==> src/sv/rrr_pkg.sv <==
package rrr_pkg;

	localparam int F     = 14;
	localparam int IW    = 16;
	localparam int RW    = 15;
	localparam int CFG_IW = 1;
	localparam int DW    = 2 * IW + 2;
	localparam int CW    = F + 1;
	localparam int AXW   = IW + 1;
	localparam int RP_W  = AXW + DW;
	localparam int RFW   = RP_W - 2 * F + 1;
	localparam int PW    = IW + F + 2;
	localparam int PRW   = PW + RW + 1;
	localparam int PERP_W = PRW - (F + 12);
	localparam int SQW   = 2 * PERP_W;
	localparam int DPW   = SQW + 2;
	localparam int QW    = DPW + 1;
	localparam int SW    = (QW + 1) / 2;
	localparam int TW    = 2 * SW;
	localparam int AXSW  = AXW + SW + 1;
	localparam int DFW   = AXSW - F + 1;
	localparam int RRW   = 2 * RW;
	localparam int S2W   = F + 1;
	localparam int TIRW  = RRW + S2W;
	localparam int ONEW  = 2 * F + 1;

	localparam logic [CFG_IW-1:0] REG_INDEX_RATIO   = 1'd0;
	localparam logic [CFG_IW-1:0] REG_INVERSE_INDEX = 1'd1;
	localparam logic [RW-1:0] INDEX_RATIO_RST   = 15'd6144;
	localparam logic [RW-1:0] INVERSE_INDEX_RST = 15'd2731;

	typedef struct packed {
		logic signed [IW-1:0] incident_x;
		logic signed [IW-1:0] incident_y;
		logic signed [IW-1:0] incident_z;
		logic signed [IW-1:0] normal_x;
		logic signed [IW-1:0] normal_y;
		logic signed [IW-1:0] normal_z;
	} hit_t;

	typedef struct packed {
		logic signed [IW-1:0] reflect_x;
		logic signed [IW-1:0] reflect_y;
		logic signed [IW-1:0] reflect_z;
		logic signed [IW-1:0] refract_x;
		logic signed [IW-1:0] refract_y;
		logic signed [IW-1:0] refract_z;
		logic                 total_internal;
		logic                 front_face;
	} res_t;

	typedef struct packed {
		logic [2:0][PERP_W-1:0] perp;
		logic [2:0][AXW-1:0]    ax;
		logic [2:0][RFW-1:0]    refl;
		logic                   tir;
		logic                   front;
	} geo_t;

	function automatic logic signed [IW-1:0] sat16(input logic signed [31:0] v);
		logic signed [IW-1:0] r;
		if (v > 32'sd32767) begin
			r = 16'sh7fff;
		end else if (v < -32'sd32768) begin
			r = 16'sh8000;
		end else begin
			r = v[IW-1:0];
		end
		return r;
	endfunction

endpackage

==> src/sv/rrr_sqrt.sv <==
module rrr_sqrt (
	input  logic                       clk,
	input  logic                       arst_n,
	input  logic                       en,
	input  logic                       v_in,
	input  rrr_pkg::geo_t              geo_in,
	input  logic [rrr_pkg::QW-1:0]     q,
	output logic                       v_out,
	output rrr_pkg::geo_t              geo_out,
	output logic [rrr_pkg::SW-1:0]     root
);
	localparam int SW = rrr_pkg::SW;
	localparam int TW = rrr_pkg::TW;

	logic [SW:1] v_sn;
	logic [TW-1:0] rem_sn [SW];
	logic [SW-1:0] root_sn [SW+1];
	rrr_pkg::geo_t geo_sn [SW+1];

	assign rem_sn[0] = TW'(q);
	assign root_sn[0] = '0;
	assign geo_sn[0] = geo_in;

	always_ff @(posedge clk or negedge arst_n) begin
		if (!arst_n) begin
			v_sn <= '0;
		end else if (en) begin
			v_sn <= {v_sn[SW-1:1], v_in};
		end
	end

	for (genvar k = 0; k < SW; k++) begin : g_step
		localparam int B = SW - 1 - k;
		logic [TW-1:0] trial;
		logic take;
		assign trial = (TW'(root_sn[k]) << (B + 1)) | (TW'(1) << (2 * B));
		assign take = rem_sn[k] >= trial;
		always_ff @(posedge clk) begin
			if (en) begin
				geo_sn[k+1] <= geo_sn[k];
				root_sn[k+1] <= take ? (root_sn[k] | (SW'(1) << B)) : root_sn[k];
			end
		end
		if (k < SW - 1) begin : g_rem
			always_ff @(posedge clk) begin
				if (en) begin
					rem_sn[k+1] <= take ? rem_sn[k] - trial : rem_sn[k];
				end
			end
		end
	end

	assign v_out = v_sn[SW];
	assign geo_out = geo_sn[SW];
	assign root = root_sn[SW];
endmodule

==> config.mk <==
export PLATFORM = sky130hd
export DESIGN_NAME = rrr_sqrt
export DESIGN_NICKNAME = d
export VERILOG_FILES = /design/src/sv/rrr_pkg.sv /design/src/sv/rrr_sqrt.sv
export SDC_FILE = /design/constraint.sdc
export NUM_CORES = 2
export LEC_CHECK = 0
export BUFFER_PORTS_ARGS = -buffer_cell sky130_fd_sc_hd__buf_2
export CORE_MARGIN = 8
export CORE_UTILIZATION = 40
export DETAILED_ROUTE_END_ITERATION = 12
export GPL_TIMING_DRIVEN = 0
export PLACE_DENSITY_LB_ADDON = 0.2
export REMOVE_ABC_BUFFERS = 1
export SLEW_MARGIN = 5
export SYNTH_ARGS = -nofsm -noshare
export SYNTH_HDL_FRONTEND = slang
export SYNTH_SLANG_ARGS = --single-unit
==> constraint.sdc <==
create_clock -name clk -period 4.14 [get_ports clk]
set_input_delay 0.414 -clock clk [delete_from_list [all_inputs] [get_ports clk]]
set_output_delay 0.414 -clock clk [all_outputs]
set_load 0.02 [all_outputs]
==> impl_results.md <==
* Layout Skew at 70.0 ps
* Worst path arrival time at 4750 ps
* Synth Area per Inst at 20.7 um^2
* Max stage delay on crit path at 850 ps
* Mux cell area share after synthesis at 0.00441
* DIE WIDTH at 734 um
* Initial core utilization at 0.402
* Nature of the critical path endpoint: register
* Compound-Gate Fraction of Synth Area at 0.0295
* Layout cells sized above 1 at 0.128
* Cells after synthesis at 9976
* Root Buffer: clkbuf_16
* Initial DRC Count at 6441
* CTS tree: yes
* Max clock buf depth at 4
* WL per Instance at 16.6 um
* Htree depth at 6
* Least-Margin Pin Slew at 1210 ps
* Synth area leaders: edfxtp_1 (87%), ha_1 (1.9%), xnor2_1 (1.1%)
* Crit-path cells: inv_1 > ha_1 > a21o_1 > a21oi_1 > o21ai_0 > a31oi_1 > o311ai_0 > nor4_4 > or2_0 > nor3_1 > xor2_1
* CP required at 4850 ps
* Xor and xnor area share after synthesis at 0.0201
* Sequential cell area fraction in the yosys report at 0.874
* Sw Pwr at 30100 uW
* Drt drc at 0
* Fin cells at 18500
* Post-synth EDFFs at 5988
* CP max-delay cell: nor4_4
* Share of the synthesized area in the top cell type at 0.871
* Period minus WS final at 4040 ps
* Antenna Nets Post-Route at 0
* Antenna violations before repair at 6
* Worst-Skew Late Latency at 1020 ps
* Detail Placement HPWL at 181000 um
* RSZ-0062 raised after global routing: false
* Clk pwr share at 0.393
* CTS Buf Count at 630
* Placed cell count at 17000
* Status: finished clean
* Sequential power share at 0.542
* Filler cells at 42200
* R2r worst-path depth at 11
* Post-synthesis register bit count at 6012
* Simple-Gate Fraction of Synth Area at 0.0364
* Yosys warning count at 0
* Syn Std Cell Area at 206000 um^2
* Distinct cells, synth at 89
* Avg Vias per Cell at 4.72
* # nets final at 11800
* Sink Count at 6012
* Vias in the first global route at 90100
* Crit Path Max Fanout at 15
* Largest net degree at the start of global routing at 183
* Maximum clock frequency at 247 MHz
* Adder-cell share of the synthesized area at 0.0194
* Most frequent cells after synthesis: edfxtp_1 (5988), inv_1 (397), ha_1 (320), nor2_1 (320), nand2_1 (295)
* Routability cong. at 0.884
* Max cap viols at 0
* Standby leakage power at 0.0842 uW
* Final setup viols at 0
* IR drop worst, VDD at 0.000410 V
* Finished layout cell area at 242000 um^2
* Detailed-router iteration count before antenna repair at 8
* Vias at 87500
* Post-synth ARST share at 0.00399
* Total power at 137000 uW
* Worst Hold Class: input port to register
* Final worst slack at 98.8 ps
* Hold depth at 2
* Core Area at 513000 um^2
* Post-synth top area cell: edfxtp_1
* Die height at 734 um
* Port Buffer Count at 457
* First-pass GRT wire length at 486000 um
* Switching Share at 0.220
* Final core occ at 0.470
* Std-Cell Rows at 263
* Dominant synthesized flop cell: edfxtp_1
* Power per cell area at 568 nW/um^2
* Largest family of logic cells by synthesized area: simple AND/OR/NAND/NOR gates
* Clock slew at reported path FFs at 60 ps
* Fin crit share at 0.976
* Pint at 107000 uW
* Syn-to-layout area delta at 17.0%
* CP startpoint kind: register
* Placed cell areas at 217000 um^2
* Pre-CTS WS at -2540 ps
* Slew margin rel. at 0.183
* Comb pwr share at 0.064
* Global route overflow at 0
* Final hold violation count at 0
* Die area at 539000 um^2
* Most common cell in the netlist: edfxtp_1
* Ports at 458
* Final Max Slew Viols at 0
* Aggregate global-route resource usage at 0.109
* Crit Path Category: register to register
* WL final at 308000 um
==> worst max-delay path, delay by kind of cell (launching register included) <==
| family | cells | cell delay (ps) |
|---|---|---|
| AO/OA/AOI/OAI | 5 | 1470 |
| AND/OR/NAND/NOR | 3 | 1330 |
| flip-flops | 1 | 420 |
| adder cells (fa/ha/maj) | 1 | 280 |
| XOR/XNOR | 1 | 160 |
| buffers and inverters | 1 | 100 |
==> logic make-up after synthesis <==
family                     Yosys count
DFF                               6012
and+or+nand+nor                   1440
AOI/OAI and AO/OA                  976
buffers and inverters              671
xor gates and xnor gates           474
adders and majority gates          320
muxes                               82
other                                1
==> through the flow <==
step | TNS, ps | hold WS [ps]
detailed placement | -3964910 | 405
global placement | - | 393
global route | 0 | 24.7
floorplan | -25990 | 118
finish | 0 | 138
CTS | 0 | -176
==> area by class of cell <==
| type | count | area [um^2] | area share |
|---|---|---|---|
| diodes | 5 | 12.5 | 0.0000518 |
| clock buffers | 793 | 16500 | 0.0683 |
| clock inverters | 328 | 3630 | 0.0150 |
| inverters | 401 | 1510 | 0.00625 |
| multi-input cells | 3295 | 22800 | 0.0943 |
| flip-flops and latches | 6012 | 180000 | 0.747 |
| well taps | 6757 | 8450 | 0.0350 |
| repair buffers | 940 | 8230 | 0.0341 |
==> power by group through the flow <==
| stage | sequential [uW] | clock, uW | combinational (uW) |
|---|---|---|---|
| 3_3_place_gp | 76100 | 0 | 3780 |
| 3_5_place_dp | 75700 | 0 | 8400 |
| 5_1_grt | 74900 | 58400 | 9760 |
| 2_1_floorplan | 75000 | 0 | 5250 |
| 6_report | 74400 | 53900 | 8820 |
| 4_1_cts | 74500 | 56200 | 8800 |
==> path summary, 6_finish.rpt <==
kind | slack (ps) | from | end
max in group asynchronous | 2810 | arst_n | v_sn[10]
min | 140 | geo_in[23] | geo_sn[4416]
max | 100 | g_step[14].trial[29] | rem_sn[420]
min in group asynchronous | 690 | arst_n | v_sn[18]
min reg2reg | 380 | geo_sn[2621] | geo_sn[2430]
max reg2reg | 100 | g_step[14].trial[29] | rem_sn[420]
==> metal layers <==
| metal | track usage | wire [um] |
|---|---|---|
| met4 | 0.0448 | 12000 |
| met3 | 0.0231 | 14500 |
| met5 | 0 | 0 |
| met1 | 0.136 | 131000 |
| met2 | 0.185 | 150000 |
==> state kept, by name, summed over array words and instances, names as in the netlist <==
| name | flops |
|---|---|
| geo_sn | 4393 |
| root | 24 |
| rem_sn | 1104 |
| g_step.trial | 276 |
| geo_out | 191 |
| v_sn | 24 |
==> what timing repair did <==
action	CTS	global route
setup buffers	0	5
cloned	12	3
endpoints found under the hold margin	416	153
gates resized for setup	5	9
endpoints found under the setup margin	1691	383
pin swaps	2	3
hold buffers	402	10
==> cells in the final DEF, fill, tap and decap left out, types with 72 or more instances in the layout <==
master         count
o21ai_0          252
xor2_1           220
edfxtp_1        5988
clkinv_1         128
nand4_1           72
inv_1            397
nand2_1          295
ha_1             320
buf_2            457
a21oi_1          293
clkinv_2          78
clkbuf_1         156
nor3_1           136
nor4_1           172
o21a_1            72
dlygate4sd3_1    406
nand3_1           75
clkbuf_16        637
xnor2_1          254
a21o_1           106
nor2_1           320
No activity file was read; power rests on OpenSTA's default activity.
