<file path="src/sv/rrr_pkg.sv">
package rrr_pkg;

	localparam int F     = 14;
	localparam int IW    = 16;
	localparam int RW    = 15;
	localparam int CFG_IW = 1;
	localparam int DW    = 2 * IW + 2;
	localparam int CW    = F + 1;
	localparam int AXW   = IW + 1;
	localparam int RP_W  = AXW + DW;
	localparam int RFW   = RP_W - 2 * F + 1;
	localparam int PW    = IW + F + 2;
	localparam int PRW   = PW + RW + 1;
	localparam int PERP_W = PRW - (F + 12);
	localparam int SQW   = 2 * PERP_W;
	localparam int DPW   = SQW + 2;
	localparam int QW    = DPW + 1;
	localparam int SW    = (QW + 1) / 2;
	localparam int TW    = 2 * SW;
	localparam int AXSW  = AXW + SW + 1;
	localparam int DFW   = AXSW - F + 1;
	localparam int RRW   = 2 * RW;
	localparam int S2W   = F + 1;
	localparam int TIRW  = RRW + S2W;
	localparam int ONEW  = 2 * F + 1;

	localparam logic [CFG_IW-1:0] REG_INDEX_RATIO   = 1'd0;
	localparam logic [CFG_IW-1:0] REG_INVERSE_INDEX = 1'd1;
	localparam logic [RW-1:0] INDEX_RATIO_RST   = 15'd6144;
	localparam logic [RW-1:0] INVERSE_INDEX_RST = 15'd2731;

	typedef struct packed {
		logic signed [IW-1:0] incident_x;
		logic signed [IW-1:0] incident_y;
		logic signed [IW-1:0] incident_z;
		logic signed [IW-1:0] normal_x;
		logic signed [IW-1:0] normal_y;
		logic signed [IW-1:0] normal_z;
	} hit_t;

	typedef struct packed {
		logic signed [IW-1:0] reflect_x;
		logic signed [IW-1:0] reflect_y;
		logic signed [IW-1:0] reflect_z;
		logic signed [IW-1:0] refract_x;
		logic signed [IW-1:0] refract_y;
		logic signed [IW-1:0] refract_z;
		logic                 total_internal;
		logic                 front_face;
	} res_t;

	typedef struct packed {
		logic [2:0][PERP_W-1:0] perp;
		logic [2:0][AXW-1:0]    ax;
		logic [2:0][RFW-1:0]    refl;
		logic                   tir;
		logic                   front;
	} geo_t;

	function automatic logic signed [IW-1:0] sat16(input logic signed [31:0] v);
		logic signed [IW-1:0] r;
		if (v > 32'sd32767) begin
			r = 16'sh7fff;
		end else if (v < -32'sd32768) begin
			r = 16'sh8000;
		end else begin
			r = v[IW-1:0];
		end
		return r;
	endfunction

endpackage

</file>
<file path="src/sv/rrr_refract.sv">
module rrr_refract (
	input  logic                       clk,
	input  logic                       arst_n,
	input  logic                       en,
	input  logic                       v_in,
	input  rrr_pkg::geo_t              geo,
	input  logic [rrr_pkg::SW-1:0]     root,
	output logic                       v_out,
	output rrr_pkg::res_t              res
);
	localparam int F = rrr_pkg::F;
	localparam logic signed [rrr_pkg::AXSW-1:0] AXS_HALF = rrr_pkg::AXSW'(1) <<< (F - 1);

	logic [2:1] v_s;
	logic signed [rrr_pkg::AXSW-1:0] axs_s1 [3];
	rrr_pkg::geo_t geo_s1;
	rrr_pkg::res_t res_s2;
	logic signed [rrr_pkg::DFW-1:0] diff [3];
	logic signed [rrr_pkg::IW-1:0] rf [3], rr [3];

	always_comb begin
		for (int i = 0; i < 3; i++) begin
			diff[i] = rrr_pkg::DFW'($signed(geo_s1.perp[i]))
				- rrr_pkg::DFW'((axs_s1[i] + AXS_HALF) >>> F);
			rf[i] = rrr_pkg::sat16(32'($signed(geo_s1.refl[i])));
			rr[i] = geo_s1.tir ? rf[i] : rrr_pkg::sat16(32'(diff[i]));
		end
	end

	always_ff @(posedge clk or negedge arst_n) begin
		if (!arst_n) begin
			v_s <= '0;
		end else if (en) begin
			v_s <= {v_s[1], v_in};
		end
	end

	always_ff @(posedge clk) begin
		if (en) begin
			geo_s1 <= geo;
			for (int i = 0; i < 3; i++) begin
				axs_s1[i] <= rrr_pkg::AXSW'($signed(geo.ax[i]))
					* rrr_pkg::AXSW'($signed({1'b0, root}));
			end
			res_s2.reflect_x <= rf[0];
			res_s2.reflect_y <= rf[1];
			res_s2.reflect_z <= rf[2];
			res_s2.refract_x <= rr[0];
			res_s2.refract_y <= rr[1];
			res_s2.refract_z <= rr[2];
			res_s2.total_internal <= geo_s1.tir;
			res_s2.front_face <= geo_s1.front;
		end
	end

	assign v_out = v_s[2];
	assign res = res_s2;
endmodule

</file>
<file path="config.mk">
export PLATFORM = sky130hd
export DESIGN_NAME = rrr_refract
export DESIGN_NICKNAME = d
export VERILOG_FILES = /design/src/sv/rrr_pkg.sv /design/src/sv/rrr_refract.sv
export SDC_FILE = /design/constraint.sdc
export NUM_CORES = 2
export LEC_CHECK = 0
export BUFFER_PORTS_ARGS = -buffer_cell sky130_fd_sc_hd__buf_2
export CORE_ASPECT_RATIO = 1.4
export CORE_MARGIN = 3
export CORE_UTILIZATION = 30
export CTS_BUF_LIST = sky130_fd_sc_hd__clkbuf_8
export DETAILED_ROUTE_END_ITERATION = 10
export GPL_ROUTABILITY_DRIVEN = 0
export HOLD_SLACK_MARGIN = 0.15
export SETUP_SLACK_MARGIN = 0.1
export SYNTH_ARGS = -nofsm -noshare
export SYNTH_HDL_FRONTEND = slang
export SYNTH_SLANG_ARGS = --single-unit
</file>
<file path="constraint.sdc">
create_clock -name clk -period 4.9 [get_ports clk]
set_input_delay 0.98 -clock clk [delete_from_list [all_inputs] [get_ports clk]]
set_output_delay 0.98 -clock clk [all_outputs]
set_load 0.02 [all_outputs]
</file>
==> impl_metrics.py <==
metrics = {
    "status": {
        "status": "finished, violations left",
        "failed_checks": "setup timing",
    },
    "routing": {
        "via_per_inst": 4.66,
        "drt_iter0_drc": 1914,
        "drt_wl_total_um": 159000,
        "antenna_left": 0,
        "first_pass_iters": 7,
        "drcViolationCount": 0,
        "vias": 43100,
        "avgRoutedWirePerCell_um": 17.2,
    },
    "layout": {
        "synthToLayoutAreaGrowth_pct": 27.0,
        "final_cell_area_mm2": 0.0711,
        "multi_input_comb_area_mm2": 0.0433,
        "fin_nets": 8434,
        "drive_gt1_share_pct": 24.7,
        "final_util_pct": 38.3,
        "fill_cells": 18300,
        "seqCellArea_mm2": 0.00981,
    },
    "sta": {
        "rsz0062_at_grt": "true",
        "max_freq_ghz": 0.157,
        "setup_viol": 87,
        "max-slew-margin-rel_pct": 16.7,
        "fin_crit_ns": 6.38,
        "min_period_over_period_pct": 130,
        "hold_viol": 0,
        "finClkSkew_ns": 0.0431,
        "tightest_slew_ns": 1.25,
        "fin_ws_ns": -1.48,
        "drv_slew": 0,
    },
    "worst_setup_path": {
        "r2r_start": "axs_s1[0][101]$_DFFE_PP_",
        "cp_max_fo": 7,
        "worstReg2RegEnd": "res[4]$_DFFE_PP_",
        "r2r_slack_ns": 0.10,
        "cp-end-kind": "flip-flop",
        "crit_path_start_kind": "input port",
        "worstSetupPathType": "input port to flip-flop",
        "reg2regPathDepth": 19,
        "worstPathArrival_ns": 6.90,
        "critPathRequiredTime_ns": 5.42,
    },
    "cts": {
        "clock_sinks": 327,
        "htree_levels": 2,
        "cts_buffer_depth": 3,
        "clk_pin_slew_ns": 0.08,
        "root_buffer": "clkbuf_8",
        "clock_latency_ns": 0.77,
        "cts_made_buffers": 57,
        "cts_tree": "built",
    },
    "global_routing": {
        "grt_pass1_wl_um": 252000,
        "grt_max_degree": 104,
        "track_usage_pct": 16.5,
        "gr-total-overflow": 0,
        "antenna_found_initial": 28,
        "grt_pass1_vias": 47400,
    },
    "floorplan": {
        "die_y_um": 517,
        "die_w_um": 371,
        "pin_count": 318,
        "core_area_mm2": 0.186,
        "die-area_mm2": 0.192,
        "initial_utilization_pct": 30.2,
        "row_count": 187,
    },
    "hold_path": {
        "hold_start": "geo[164]",
        "hold-path-cell-count": 1,
        "hold_end": "geo_s1[164]$_DFFE_PP_",
        "hold_class": "input port to flip-flop",
    },
    "yosys": {
        "synth_edf_count": 325,
        "netlist_instances": 5860,
        "synth_nets": 7567,
        "synth_top_area_share_pct": 35.3,
        "ys_top_cells_by_count": "inv_1, fa_1, nand2_1",
        "ys_seq_elements": 327,
        "avgSynthCellArea_um2": 9.56,
        "ys.flop_type": "edfxtp_1",
        "yosysWarningCount": 0,
        "yosysMostFrequentCell": "inv_1",
        "synth_top_area_cell": "fa_1",
        "synthTopCellsByArea": "fa_1, edfxtp_1, ha_1",
        "synthSimpleGateAreaFrac_pct": 16.1,
        "syn-cell-area_mm2": 0.0560,
        "synthMuxAreaShare_pct": 0.226,
        "synth-xor-area-share_pct": 3.32,
        "seq_area_frac_synth_pct": 17.5,
        "synthAdderAreaFrac_pct": 46.5,
        "synth_cell_types": 84,
        "synth_compound_area_share_pct": 6.40,
        "synth_top_family_by_area": "adder cells",
        "synthArstFlopShare_pct": 0.612,
    },
    "placement": {
        "io_buffers": 317,
        "dp_hpwl_um": 128000,
        "placed_area_mm2": 0.0655,
    },
    "job": {
        "maxCapViolations": 0,
    },
}
-- layer usage --
metal | global-route usage [%] | routed length [um] | vias to the layer above
met5 | 0 | 126 | -
met4 | 6.66 | 7330 | 22
met3 | 2.63 | 8670 | 389
met2 | 30.6 | 82900 | 950
met1 | 18.8 | 60300 | 21800
li1 | - | - | 19800
-- state kept, by name (all words and copies together), names as in the netlist --
| signal | count |
|---|---|
| geo_s1 | 140 |
| res | 98 |
| axs_s1 | 87 |
| v_s | 2 |
-- stage by stage --
stage / hold slack, ns / instances / TNS [ns] / setup WS (ns)
floorplan: 0.400 / 5860 / -95.98 / -1.85
global placement: 0.404 / 8986 / -170.92 / -2.46
detailed placement: 0.409 / 8986 / -177.07 / -2.50
CTS: 0.282 / 9162 / -81.29 / -1.45
global route: 0.318 / 9232 / -104.30 / -1.60
finish: 0.376 / 9245 / -91.20 / -1.48
-- layout by cell type, fill, tap and decap left out, drive strengths merged, types with 8 or more instances in the layout --
| master | synthesis | routed |
|---|---|---|
| inv | 1220 | 1236 |
| buf | 9 | 1047 |
| fa | 987 | 987 |
| nand2 | 710 | 710 |
| and2 | 574 | 574 |
| ha | 501 | 501 |
| edfxtp | 325 | 325 |
| nor2 | 170 | 170 |
| a21oi | 169 | 169 |
| xnor2 | 115 | 115 |
| o21ai | 101 | 101 |
| xor2 | 97 | 97 |
| a21o | 71 | 71 |
| clkbuf | 249 | 71 |
| nand2b | 69 | 69 |
| nand3 | 52 | 52 |
| nor2b | 48 | 48 |
| o21a | 46 | 46 |
| and3 | 43 | 43 |
| nor3 | 39 | 39 |
| nand4 | 31 | 31 |
| clkinv | 0 | 20 |
| o22ai | 18 | 18 |
| or3 | 16 | 16 |
| nor4 | 16 | 16 |
| diode | 0 | 15 |
| o211ai | 11 | 11 |
| a31oi | 11 | 11 |
| o21bai | 11 | 11 |
| a211oi | 11 | 11 |
| and4 | 10 | 10 |
| or2 | 10 | 10 |
| a211o | 9 | 9 |
| a221oi | 8 | 8 |
-- worst max-delay path by stage --
stage / start / endpoint / slack (ns) / cells after the start
after global placement: root[13] / axs_s1[0][78]$_DFFE_PP_ / -2.46 / 26
final: root[11] / axs_s1[0][81]$_DFFE_PP_ / -1.48 / 26
after floorplan: geo[90] / axs_s1[0][41]$_DFFE_PP_ / -1.85 / 23
after CTS: root[12] / axs_s1[0][83]$_DFFE_PP_ / -1.45 / 26
after global routing: root[11] / axs_s1[0][81]$_DFFE_PP_ / -1.60 / 27
after detailed placement: root[13] / axs_s1[0][78]$_DFFE_PP_ / -2.50 / 26
-- logic make-up after synthesis --
family,count (synthesis)
flops,327
buf+inv,1478
simple gates,1803
xor+xnor,212
mux,12
fa+ha+maj,1488
compound gates,540
-- worst max-delay path, cell delays in order --
cell and delay [ns]:
buf_12 0.11, buf_12 0.14, buf_12 0.15, buf_12 0.15, buf_4 0.14, and2_1 0.14
fa_1 0.53, inv_1 0.05, fa_1 0.49, inv_1 0.05, fa_1 0.50, fa_1 0.47
fa_1 0.50, inv_1 0.05, fa_1 0.48, inv_1 0.04, ha_1 0.29, and3_1 0.21
a32o_2 0.28, o31a_1 0.34, a21oi_4 0.23, buf_6 0.13, buf_6 0.09, o21ai_4 0.06
a211oi_2 0.20, nor2_1 0.07
-- repair_timing --
item	CTS	global route
hold buffers	1	0
endpoints found under the hold margin	2	0
pin swaps	170	239
setup buffers	59	74
setup endpoints to repair	132	132
gates resized for setup	311	400
gates cloned	12	6
-- area by class of cell --
cell class                      count  share of cell area [%]
Tap cell                         2457                    4.32
Clock inverter                     47                   0.575
Antenna cell                       15                  0.0528
Sequential cell                   327                    13.8
Multi-Input combinational cell   4055                    60.9
Inverter                         1220                    6.45
Timing Repair Buffer             1066                    12.8
Clock buffer                       58                    1.12
Power is left out: the tool's default activity adds up to more than one toggle a clock period on the data nets, which glitch-free logic cannot reach.
